## src/hdl/ffnea_pkg.sv

```systemverilog
// Shared constants, codes and controller/datapath interface types for the ring arbiter.
`default_nettype none

package ffnea_pkg;

	// Fixed field widths of the item and result beats.
	localparam int SEAT_W   = 3;
	localparam int STATUS_W = 3;
	localparam int CNT_W    = 4;

	// Seat count register reset value.
	localparam logic [CNT_W-1:0] CNT_RESET = 4'd8;

	// Configuration port geometry.
	localparam int PADDR_W = 3;
	localparam int PDATA_W = 32;
	localparam logic [PADDR_W-3:0] REG_SEAT_COUNT = '0;

	// Opcodes of an item beat.
	localparam logic OP_REQUEST = 1'b0;
	localparam logic OP_RELEASE = 1'b1;

	// Result status codes.
	localparam logic [STATUS_W-1:0] STATUS_GRANTED  = 3'd0;
	localparam logic [STATUS_W-1:0] STATUS_QUEUED   = 3'd1;
	localparam logic [STATUS_W-1:0] STATUS_RELEASED = 3'd2;
	localparam logic [STATUS_W-1:0] STATUS_WOKEN    = 3'd3;
	localparam logic [STATUS_W-1:0] STATUS_REJECTED = 3'd4;

	// At most this many wake-up grants follow one release.
	localparam int WAKE_LIMIT = 4;
	localparam int WAKE_W     = $clog2(WAKE_LIMIT);

	// Commands from the controller to the datapath.
	typedef struct packed {
		logic capture;    // latch the item beat
		logic exec;       // apply the request or release
		logic head_load;  // read the queue head entry
		logic reduce;     // one modulo step on the head seat index
		logic wake;       // grant the queue head, push pending result as non-final
		logic flush;      // push pending result as final
	} cmd_t;

	// Status from the datapath to the controller.
	typedef struct packed {
		logic release_wakes;  // accepted release with a non-empty queue
		logic rem_ge_n;       // head seat index still needs reduction
		logic head_free;      // both neighbors of the head seat are free
		logic fill_gt1;       // more than one seat queued
		logic out_free;       // output register can take a beat
	} stat_t;

endpackage

`default_nettype wire

```

## src/hdl/fifo_fair_neighbor_exclusion_arbiter_unit.sv

```systemverilog
// Top level of the FIFO-fair neighbor-exclusion ring arbiter.
//
// Channel   Direction  Handshake                     Payload
// item      in         item_valid / item_stall       opcode, seat
// result    out        result_valid / result_stall   target_seat, status, last
// config    in         psel, penable, pwrite, pready paddr, pwdata, prdata
//
// An item that does not examine the queue goes from acceptance through the execute and
// flush states to its final result beat. After an accepted release with seats queued, each
// queue head checked adds a queue read and a neighbor check, whether it is woken or found
// blocked, plus the modulo steps when a queued seat lies beyond a shrunken ring; at most
// four are woken. One item is worked on at a time; the controller stalls new items until idle.
// Reset clears all seat flags and the queue; the seat count returns to eight.
// A stalled result beat holds the output register, and the controller waits for it.
`default_nettype none

module fifo_fair_neighbor_exclusion_arbiter_unit #(
	parameter int MAX_SEATS = 8
) (
	input  logic                                 clk,
	input  logic                                 arst_n,
	input  logic                                 item_valid,
	output logic                                 item_stall,
	input  logic                                 opcode,
	input  logic [ffnea_pkg::SEAT_W-1:0]         seat,
	output logic                                 result_valid,
	input  logic                                 result_stall,
	output logic [ffnea_pkg::SEAT_W-1:0]         target_seat,
	output logic [ffnea_pkg::STATUS_W-1:0]       status,
	output logic                                 last,
	input  logic                                 psel,
	input  logic                                 penable,
	input  logic                                 pwrite,
	input  logic [ffnea_pkg::PADDR_W-1:0]        paddr,
	input  logic [ffnea_pkg::PDATA_W-1:0]        pwdata,
	output logic [ffnea_pkg::PDATA_W-1:0]        prdata,
	output logic                                 pready
);

	ffnea_pkg::cmd_t                   cmd;
	ffnea_pkg::stat_t                  stat;
	logic                              cfg_we;
	logic                              reg_hit;
	logic [ffnea_pkg::CNT_W-1:0]       seat_count;

	// Register decode on the word address.
	assign reg_hit = (paddr[ffnea_pkg::PADDR_W-1:2] == ffnea_pkg::REG_SEAT_COUNT);
	assign cfg_we  = psel && penable && pwrite && reg_hit;
	assign pready  = 1'b1;
	assign prdata  = reg_hit ? ffnea_pkg::PDATA_W'(seat_count) : '0;

	ffnea_ctrl u_ctrl (
		.clk        (clk),
		.arst_n     (arst_n),
		.item_valid (item_valid),
		.item_stall (item_stall),
		.stat       (stat),
		.cmd        (cmd)
	);

	ffnea_dpath #(
		.MAX_SEATS (MAX_SEATS)
	) u_dpath (
		.clk          (clk),
		.arst_n       (arst_n),
		.cmd          (cmd),
		.stat         (stat),
		.cfg_we       (cfg_we),
		.cfg_data     (pwdata[ffnea_pkg::CNT_W-1:0]),
		.seat_count   (seat_count),
		.opcode       (opcode),
		.seat         (seat),
		.result_stall (result_stall),
		.result_valid (result_valid),
		.target_seat  (target_seat),
		.status       (status),
		.last         (last)
	);

endmodule

`default_nettype wire

```

## src/hdl/ffnea_ctrl.sv

```systemverilog
// Controller state machine for the ring arbiter: sequences capture, execution and wake-ups.
`default_nettype none

module ffnea_ctrl (
	input  logic              clk,
	input  logic              arst_n,
	input  logic              item_valid,
	output logic              item_stall,
	input  ffnea_pkg::stat_t  stat,
	output ffnea_pkg::cmd_t   cmd
);

	typedef enum logic [2:0] {
		S_IDLE,
		S_EXEC,
		S_HEAD,
		S_REDUCE,
		S_FLUSH
	} state_t;

	state_t                        state_q, state_d;
	logic [ffnea_pkg::WAKE_W-1:0]  wake_cnt_q, wake_cnt_d;

	// Only an idle controller takes a new item.
	assign item_stall = (state_q != S_IDLE);

	// Next state and command decode.
	always_comb begin
		cmd        = '0;
		state_d    = state_q;
		wake_cnt_d = wake_cnt_q;
		unique case (state_q)
			S_IDLE: begin
				if (item_valid) begin
					cmd.capture = 1'b1;
					state_d     = S_EXEC;
				end
			end
			S_EXEC: begin
				cmd.exec   = 1'b1;
				wake_cnt_d = '0;
				state_d    = stat.release_wakes ? S_HEAD : S_FLUSH;
			end
			S_HEAD: begin
				cmd.head_load = 1'b1;
				state_d       = S_REDUCE;
			end
			S_REDUCE: begin
				if (stat.rem_ge_n) begin
					cmd.reduce = 1'b1;
				end else if (!stat.head_free) begin
					state_d = S_FLUSH;
				end else if (stat.out_free) begin
					cmd.wake   = 1'b1;
					wake_cnt_d = wake_cnt_q + ffnea_pkg::WAKE_W'(1);
					if (stat.fill_gt1 &&
					    wake_cnt_q != ffnea_pkg::WAKE_W'(ffnea_pkg::WAKE_LIMIT - 1)) begin
						state_d = S_HEAD;
					end else begin
						state_d = S_FLUSH;
					end
				end
			end
			S_FLUSH: begin
				if (stat.out_free) begin
					cmd.flush = 1'b1;
					state_d   = S_IDLE;
				end
			end
			default: begin
				state_d = S_IDLE;
			end
		endcase
	end

	// State and wake-up counter.
	always_ff @(posedge clk or negedge arst_n) begin
		if (!arst_n) begin
			state_q    <= S_IDLE;
			wake_cnt_q <= '0;
		end else begin
			state_q    <= state_d;
			wake_cnt_q <= wake_cnt_d;
		end
	end

endmodule

`default_nettype wire

```

## src/hdl/ffnea_dpath.sv

```systemverilog
// Datapath for the ring arbiter: seat state, wait queue, neighbor checks and result register.
`default_nettype none

module ffnea_dpath #(
	parameter int MAX_SEATS = 8
) (
	input  logic                                clk,
	input  logic                                arst_n,
	input  ffnea_pkg::cmd_t                     cmd,
	output ffnea_pkg::stat_t                    stat,
	input  logic                                cfg_we,
	input  logic [ffnea_pkg::CNT_W-1:0]         cfg_data,
	output logic [ffnea_pkg::CNT_W-1:0]         seat_count,
	input  logic                                opcode,
	input  logic [ffnea_pkg::SEAT_W-1:0]        seat,
	input  logic                                result_stall,
	output logic                                result_valid,
	output logic [ffnea_pkg::SEAT_W-1:0]        target_seat,
	output logic [ffnea_pkg::STATUS_W-1:0]      status,
	output logic                                last
);

	localparam int SW = $clog2(MAX_SEATS);
	localparam int NW = $clog2(MAX_SEATS + 1);

	// Seat state: one granted and one queued flag per seat.
	logic [MAX_SEATS-1:0]               granted_q;
	logic [MAX_SEATS-1:0]               queued_q;

	// Circular wait queue.
	logic [SW-1:0]                      ring_q [MAX_SEATS];
	logic [SW-1:0]                      head_q;
	logic [NW-1:0]                      fill_q;

	logic [ffnea_pkg::CNT_W-1:0]        count_q;

	// Captured item and working registers.
	logic                               op_q;
	logic [ffnea_pkg::SEAT_W-1:0]       seat_q;
	logic [SW-1:0]                      hseat_q;
	logic [NW-1:0]                      rem_q;

	// Result held back until it is known whether it is the final one.
	logic [ffnea_pkg::SEAT_W-1:0]       pend_seat_q;
	logic [ffnea_pkg::STATUS_W-1:0]     pend_status_q;

	// Output register.
	logic                               out_valid_q;
	logic [ffnea_pkg::SEAT_W-1:0]       out_seat_q;
	logic [ffnea_pkg::STATUS_W-1:0]     out_status_q;
	logic                               out_last_q;

	logic [NW-1:0]                      ring_n;
	logic [SW-1:0]                      s_ix;
	logic                               s_in_ring;
	logic                               s_in_range;
	logic                               req_free;
	logic                               wake_free;
	logic                               ex_grant;
	logic                               ex_enq;
	logic                               ex_rel;
	logic [ffnea_pkg::STATUS_W-1:0]     ex_status;
	logic [SW:0]                        tail_sum;
	logic [SW-1:0]                      tail;
	logic [SW-1:0]                      head_next;

	// True when neither ring neighbor of seat r (r below the ring size) holds a grant.
	function automatic logic nb_free(input logic [NW-1:0] r, input logic [NW-1:0] sz,
	                                 input logic [MAX_SEATS-1:0] g);
		logic [NW-1:0] rt;
		logic [NW-1:0] lf;
		rt = (r + NW'(1) == sz) ? '0 : r + NW'(1);
		lf = (r == '0) ? sz - NW'(1) : r - NW'(1);
		return !g[SW'(rt)] && !g[SW'(lf)];
	endfunction

	// Ring size in use: the register saturated into the supported range.
	always_comb begin
		if (32'(count_q) < 32'd2) begin
			ring_n = NW'(2);
		end else if (32'(count_q) > 32'(MAX_SEATS)) begin
			ring_n = NW'(MAX_SEATS);
		end else begin
			ring_n = NW'(count_q);
		end
	end

	assign s_ix       = SW'(seat_q);
	assign s_in_ring  = 32'(seat_q) < 32'(ring_n);
	assign s_in_range = 32'(seat_q) < 32'(MAX_SEATS);
	assign req_free   = nb_free(NW'(seat_q), ring_n, granted_q);
	assign wake_free  = nb_free(rem_q, ring_n, granted_q);

	// Decision for the captured request or release.
	always_comb begin
		ex_grant  = 1'b0;
		ex_enq    = 1'b0;
		ex_rel    = 1'b0;
		ex_status = ffnea_pkg::STATUS_REJECTED;
		if (op_q == ffnea_pkg::OP_REQUEST) begin
			if (!s_in_ring || granted_q[s_ix] || queued_q[s_ix]) begin
				ex_status = ffnea_pkg::STATUS_REJECTED;
			end else if (fill_q == '0 && req_free) begin
				ex_grant  = 1'b1;
				ex_status = ffnea_pkg::STATUS_GRANTED;
			end else if (fill_q >= NW'(MAX_SEATS)) begin
				ex_status = ffnea_pkg::STATUS_REJECTED;
			end else begin
				ex_enq    = 1'b1;
				ex_status = ffnea_pkg::STATUS_QUEUED;
			end
		end else if (s_in_range && granted_q[s_ix]) begin
			ex_rel    = 1'b1;
			ex_status = ffnea_pkg::STATUS_RELEASED;
		end
	end

	// Queue tail and head advance, both wrapping at the queue depth.
	assign tail_sum  = (SW+1)'(head_q) + (SW+1)'(fill_q);
	assign tail      = SW'((tail_sum >= (SW+1)'(MAX_SEATS)) ?
	                       tail_sum - (SW+1)'(MAX_SEATS) : tail_sum);
	assign head_next = (head_q == SW'(MAX_SEATS - 1)) ? '0 : head_q + SW'(1);

	// Status toward the controller.
	always_comb begin
		stat               = '0;
		stat.release_wakes = ex_rel && (fill_q != '0);
		stat.rem_ge_n      = (rem_q >= ring_n);
		stat.head_free     = wake_free;
		stat.fill_gt1      = (fill_q > NW'(1));
		stat.out_free      = !out_valid_q || !result_stall;
	end

	// Control state: register, seat flags, queue pointers and output valid.
	always_ff @(posedge clk or negedge arst_n) begin
		if (!arst_n) begin
			count_q     <= ffnea_pkg::CNT_RESET;
			granted_q   <= '0;
			queued_q    <= '0;
			head_q      <= '0;
			fill_q      <= '0;
			out_valid_q <= 1'b0;
		end else begin
			if (cfg_we) begin
				count_q <= cfg_data;
			end
			if (cmd.exec) begin
				if (ex_grant) begin
					granted_q[s_ix] <= 1'b1;
				end
				if (ex_enq) begin
					queued_q[s_ix] <= 1'b1;
					fill_q         <= fill_q + NW'(1);
				end
				if (ex_rel) begin
					granted_q[s_ix] <= 1'b0;
				end
			end
			if (cmd.wake) begin
				granted_q[hseat_q] <= 1'b1;
				queued_q[hseat_q]  <= 1'b0;
				head_q             <= head_next;
				fill_q             <= fill_q - NW'(1);
			end
			if (cmd.wake || cmd.flush) begin
				out_valid_q <= 1'b1;
			end else if (!result_stall) begin
				out_valid_q <= 1'b0;
			end
		end
	end

	// Payload: item capture, queue storage, head reduction and result beats.
	always_ff @(posedge clk) begin
		if (cmd.capture) begin
			op_q   <= opcode;
			seat_q <= seat;
		end
		if (cmd.exec) begin
			pend_seat_q   <= seat_q;
			pend_status_q <= ex_status;
			if (ex_enq) begin
				ring_q[tail] <= SW'(seat_q);
			end
		end
		if (cmd.head_load) begin
			hseat_q <= ring_q[head_q];
			rem_q   <= NW'(ring_q[head_q]);
		end else if (cmd.reduce) begin
			rem_q <= rem_q - ring_n;
		end
		if (cmd.wake || cmd.flush) begin
			out_seat_q   <= pend_seat_q;
			out_status_q <= pend_status_q;
			out_last_q   <= cmd.flush;
		end
		if (cmd.wake) begin
			pend_seat_q   <= ffnea_pkg::SEAT_W'(hseat_q);
			pend_status_q <= ffnea_pkg::STATUS_WOKEN;
		end
	end

	assign seat_count   = count_q;
	assign result_valid = out_valid_q;
	assign target_seat  = out_seat_q;
	assign status       = out_status_q;
	assign last         = out_last_q;

endmodule

`default_nettype wire
```

## config.mk

```make
export PLATFORM = sky130hd
export DESIGN_NAME = fifo_fair_neighbor_exclusion_arbiter_unit
export DESIGN_NICKNAME = d
export VERILOG_FILES = /design/src/hdl/ffnea_pkg.sv /design/src/hdl/fifo_fair_neighbor_exclusion_arbiter_unit.sv /design/src/hdl/ffnea_ctrl.sv /design/src/hdl/ffnea_dpath.sv
export SDC_FILE = /design/constraint.sdc
export NUM_CORES = 1
export LEC_CHECK = 0
export ABC_AREA = 1
export BUFFER_PORTS_ARGS = -buffer_cell sky130_fd_sc_hd__buf_4
export CAP_MARGIN = 20
export CORE_ASPECT_RATIO = 1.5
export CORE_MARGIN = 2
export CORE_UTILIZATION = 45
export CTS_BUF_LIST = sky130_fd_sc_hd__clkbuf_8
export DETAILED_ROUTE_END_ITERATION = 7
export GPL_TIMING_DRIVEN = 0
export PLACE_DENSITY = 0.74
export SYNTH_ARGS = -nofsm -noshare
export SYNTH_HDL_FRONTEND = slang
export SYNTH_HIERARCHICAL = 1
export SYNTH_SLANG_ARGS = --single-unit
```

## constraint.sdc

```tcl
create_clock -name clk -period 6.3 [get_ports clk]
set_clock_uncertainty 0.1 [all_clocks]
set_input_delay 0 -clock clk [delete_from_list [all_inputs] [get_ports clk]]
set_output_delay 0 -clock clk [all_outputs]
set_load 0.02 [all_outputs]
```

==> impl_metrics.py <==
metrics = {
    "synth": {
        "ys_types": 54,
        "ys_warn_count": 6,
        "synth_top_area_share_pct": 25.1,
        "ys_ff_latch": 81,
        "synth_seq_area_share_pct": 42.3,
        "synth.most_common_cell": "nand2_1",
        "synth.area.top_cells": "edfxtp_1 (25%), dfrtp_1 (15%), nand2_1 (9.5%)",
        "ys.flop_type": "edfxtp_1",
        "async_reset_ff_share_pct": 40.7,
        "synth_edf_count": 44,
        "synth_top_area_cell": "edfxtp_1",
        "synth_area_sq_um": 5270,
        "synth_common_cells": "nand2_1 (134), inv_1 (72), nor2_1 (71)",
        "syn_area_per_cell_sq_um": 8.17,
        "postSynthCellCount": 645,
    },
    "power": {
        "power.total_w": 0.00236,
        "ir_drop_uv": 117,
        "combinationalPowerShare_pct": 51.2,
        "p_int_w": 0.00126,
        "power.density_nw_per_um2": 386,
        "p_clk_share_pct": 13.8,
        "swShare_pct": 46.6,
        "p_seq_share_pct": 35.0,
        "power_leakage_nw": 2.93,
        "p_sw_w": 0.00110,
    },
    "timing": {
        "report.final.slew_viol_count": 0,
        "hold_ws_ns": 0.00344,
        "setup_ws_ns": 1.99,
        "hold_viol_final": 0,
        "setup_tns_ns": 0,
        "setup_viol_count_final": 0,
        "fmax_ghz": 0.232,
        "relSlewSlack_pct": 32.4,
        "period_needed_ns": 4.31,
        "worst_slew_pin_slew_ns": 1.01,
        "rsz0062_at_grt": "no",
        "min_period_over_period_pct": 68.4,
    },
    "layout": {
        "final_util_pct": 53.3,
        "fillers": 1055,
        "diodes": 0,
        "layout.nets": 797,
        "drive_gt1_share_pct": 17.7,
        "area_growth_pct": 16.0,
    },
    "critical_path": {
        "crit_chain": "nor2_1, nand2_1, inv_1, ha_1, a21oi_1, nand2_1, nor2_1, nor2_1, inv_1, o21ai_0, o21ai_0, o21ai_0, nor2_1, buf_4, nand3b_1, nor2_1, clkbuf_1, nor2_1, inv_1",
        "cpMaxStageDelayCell": "dfstp_2",
        "arrival_ns": 4.23,
        "crit_path_max_fanout": 10,
        "start_kind": "flop",
        "cp_common_cell": "nor2_1",
        "reg2regPathDepth": 19,
        "crit_path_end_kind": "flop",
        "crit_path_max_incr_delay_ns": 0.63,
        "worstPathRequired_ns": 6.22,
        "path_class": "flop to flop",
    },
    "clock_tree": {
        "cts_tree": "yes",
        "cts.sinks": 81,
        "cts.clk_slew.worst_paths_ns": 0.08,
        "cts_root_buffer": "clkbuf_8",
        "htree_levels": 3,
        "cts_setup_buffers": 0,
        "clock_path_buffers": 2,
        "cts_buffers": 9,
        "worstSkewPairLatency_ns": 0.35,
    },
    "grt": {
        "gr-total-overflow": 0,
        "grt_antenna_before_repair": 0,
        "grt_max_degree": 34,
        "grt_pass1_wl_microns": 21000,
        "grt_pass1_vias": 4418,
        "track_usage_pct": 21.6,
    },
    "run": {
        "maxCapViolations": 0,
    },
    "place": {
        "place_hpwl_microns": 10100,
        "preCtsSetupSlack_ns": 2.07,
        "place.gp.congestion": 0.897,
        "placement.io_buffers": 28,
    },
    "route": {
        "routed_via_density": 5.19,
        "drt-total-wl_microns": 13200,
        "wl_per_cell_microns": 14.9,
        "routed-via-count": 4585,
        "drt-initial-drc-count": 265,
        "drc": 0,
        "dr.pass1.iters": 5,
        "drtAntennaViolNets": 0,
    },
    "hold_path": {
        "hold_path_class": "input pin to flop",
        "hold_depth": 3,
    },
    "floorplanning": {
        "io-pin-count": 88,
        "die_x_microns": 92.3,
        "die_area_sq_um": 12600,
        "fp-row-count": 48,
        "start_util_pct": 45.9,
        "core_area_sq_um": 11500,
        "die_height_microns": 137,
    },
    "outcome": {
        "status": "finished, final reports clean",
    },
}
## logic make-up (layout without fill, tap and decap cells)
kind of cell / Yosys count / after routing / share of synthesized area (%)
AO/OA/AOI/OAI: 93 / 93 / 10.0
XOR/XNOR: 14 / 14 / 2.47
adder cells (fa/ha/maj): 22 / 22 / 5.51
buffers and inverters: 123 / 185 / 11.5
flip-flops: 81 / 81 / 42.3
other: 2 / 29 / 0.143
AND/OR/NAND/NOR: 310 / 310 / 28.0
## timing repair
item	CTS	global route
hold buffers	18	0
hold endpoints to repair	42	0
gates resized for setup	0	0
## power by group through the flow
| stage | combinational [W] | clock (W) | sequential (W) |
|---|---|---|---|
| 2_1_floorplan | 0.000877 | 0 | 0.000805 |
| 3_3_place_gp | 0.00113 | 0 | 0.000831 |
| 3_5_place_dp | 0.00118 | 0 | 0.000834 |
| 4_1_cts | 0.00119 | 0.000330 | 0.000823 |
| 5_1_grt | 0.00134 | 0.000356 | 0.000839 |
| 6_report | 0.00121 | 0.000324 | 0.000826 |
## through the flow
stage,instances,instance area [sq um]
floorplan,672,5370
global placement,850,5770
detailed placement,850,5770
CTS,884,6110
global route,884,6110
finish,884,6110
## metal layers
layer,vias to the layer above,GRT usage (%),wire (microns)
li1,2227,-,-
met4,0,11.7,573
met5,-,0,0
met3,42,3.58,530
met2,154,41.5,7200
met1,2162,21.9,4850
## placed cells by master, fill, tap and decap left out, types with 3 or more instances in the layout
master	netlist	final
nor2_1	71	71
conb_1	2	29
xor2_1	6	6
ha_1	20	20
edfxtp_1	44	44
a31oi_1	4	4
nor3_1	5	5
buf_4	33	61
nand3_2	5	5
nand2_2	12	12
xnor2_1	7	7
inv_1	72	74
clkinvlp_4	0	3
nand4_1	11	11
o21ai_0	44	44
buf_2	4	4
a21oi_1	27	27
clkbuf_8	0	9
clkbuf_1	4	4
o22ai_1	4	4
nand3b_1	4	4
dfxtp_1	4	4
inv_2	6	6
nand2_4	7	7
nand2_1	134	134
nor2_2	4	4
dlygate4sd3_1	0	18
nand3_1	44	44
dfrtp_1	32	32
## sequential cells by signal, indices dropped and copies added (netlist names), 4 cells and up
register	cells
u_dpath/seat_count	4
u_dpath/rem_q	4
u_dpath/queued_q	8
u_dpath/fill_q	4
u_dpath/granted_q	8
u_dpath/ring_q	24
## final cells by class
class	instances	area [sq um]	share of cell area, %
Sequential cell	81	2230	36.5
Clock buffer	9	124	2.03
Inverter	80	303	4.95
Timing Repair Buffer	46	390	6.39
Buffer	43	305	5.00
Clock inverter	7	40.0	0.655
Multi-Input combinational cell	468	2530	41.4
Tap cell	150	188	3.07
## final timing paths
kind,startpoint,endpoint,slack [ns]
min in group asynchronous,arst_n,u_dpath/granted_q[3]$_DFF_PN0_,0.04
min reg2reg,u_dpath/pend_seat_q[2]$_DFFE_PP_,u_dpath/target_seat[2]$_DFFE_PP_,0.34
max in group asynchronous,arst_n,u_dpath/seat_count[3]$_DFFE_PN1P_,5.70
max,u_dpath/seat_count[3]$_DFFE_PN1P_,u_dpath/target_seat[0]$_DFFE_PP_,1.99
max reg2reg,u_dpath/seat_count[3]$_DFFE_PN1P_,u_dpath/target_seat[0]$_DFFE_PP_,1.99
min,item_valid,u_dpath/s_ix[2]$_DFFE_PP_,0.003
## critical path: cells and delay by family (launching register included)
kind | cells | cell delay (ns)
AO/OA/AOI/OAI | 4 | 0.43
adder cells (fa/ha/maj) | 1 | 0.33
buffers and inverters | 5 | 1.02
flip-flops | 1 | 0.63
AND/OR/NAND/NOR | 9 | 1.45
(Power assumes the default switching activity.)
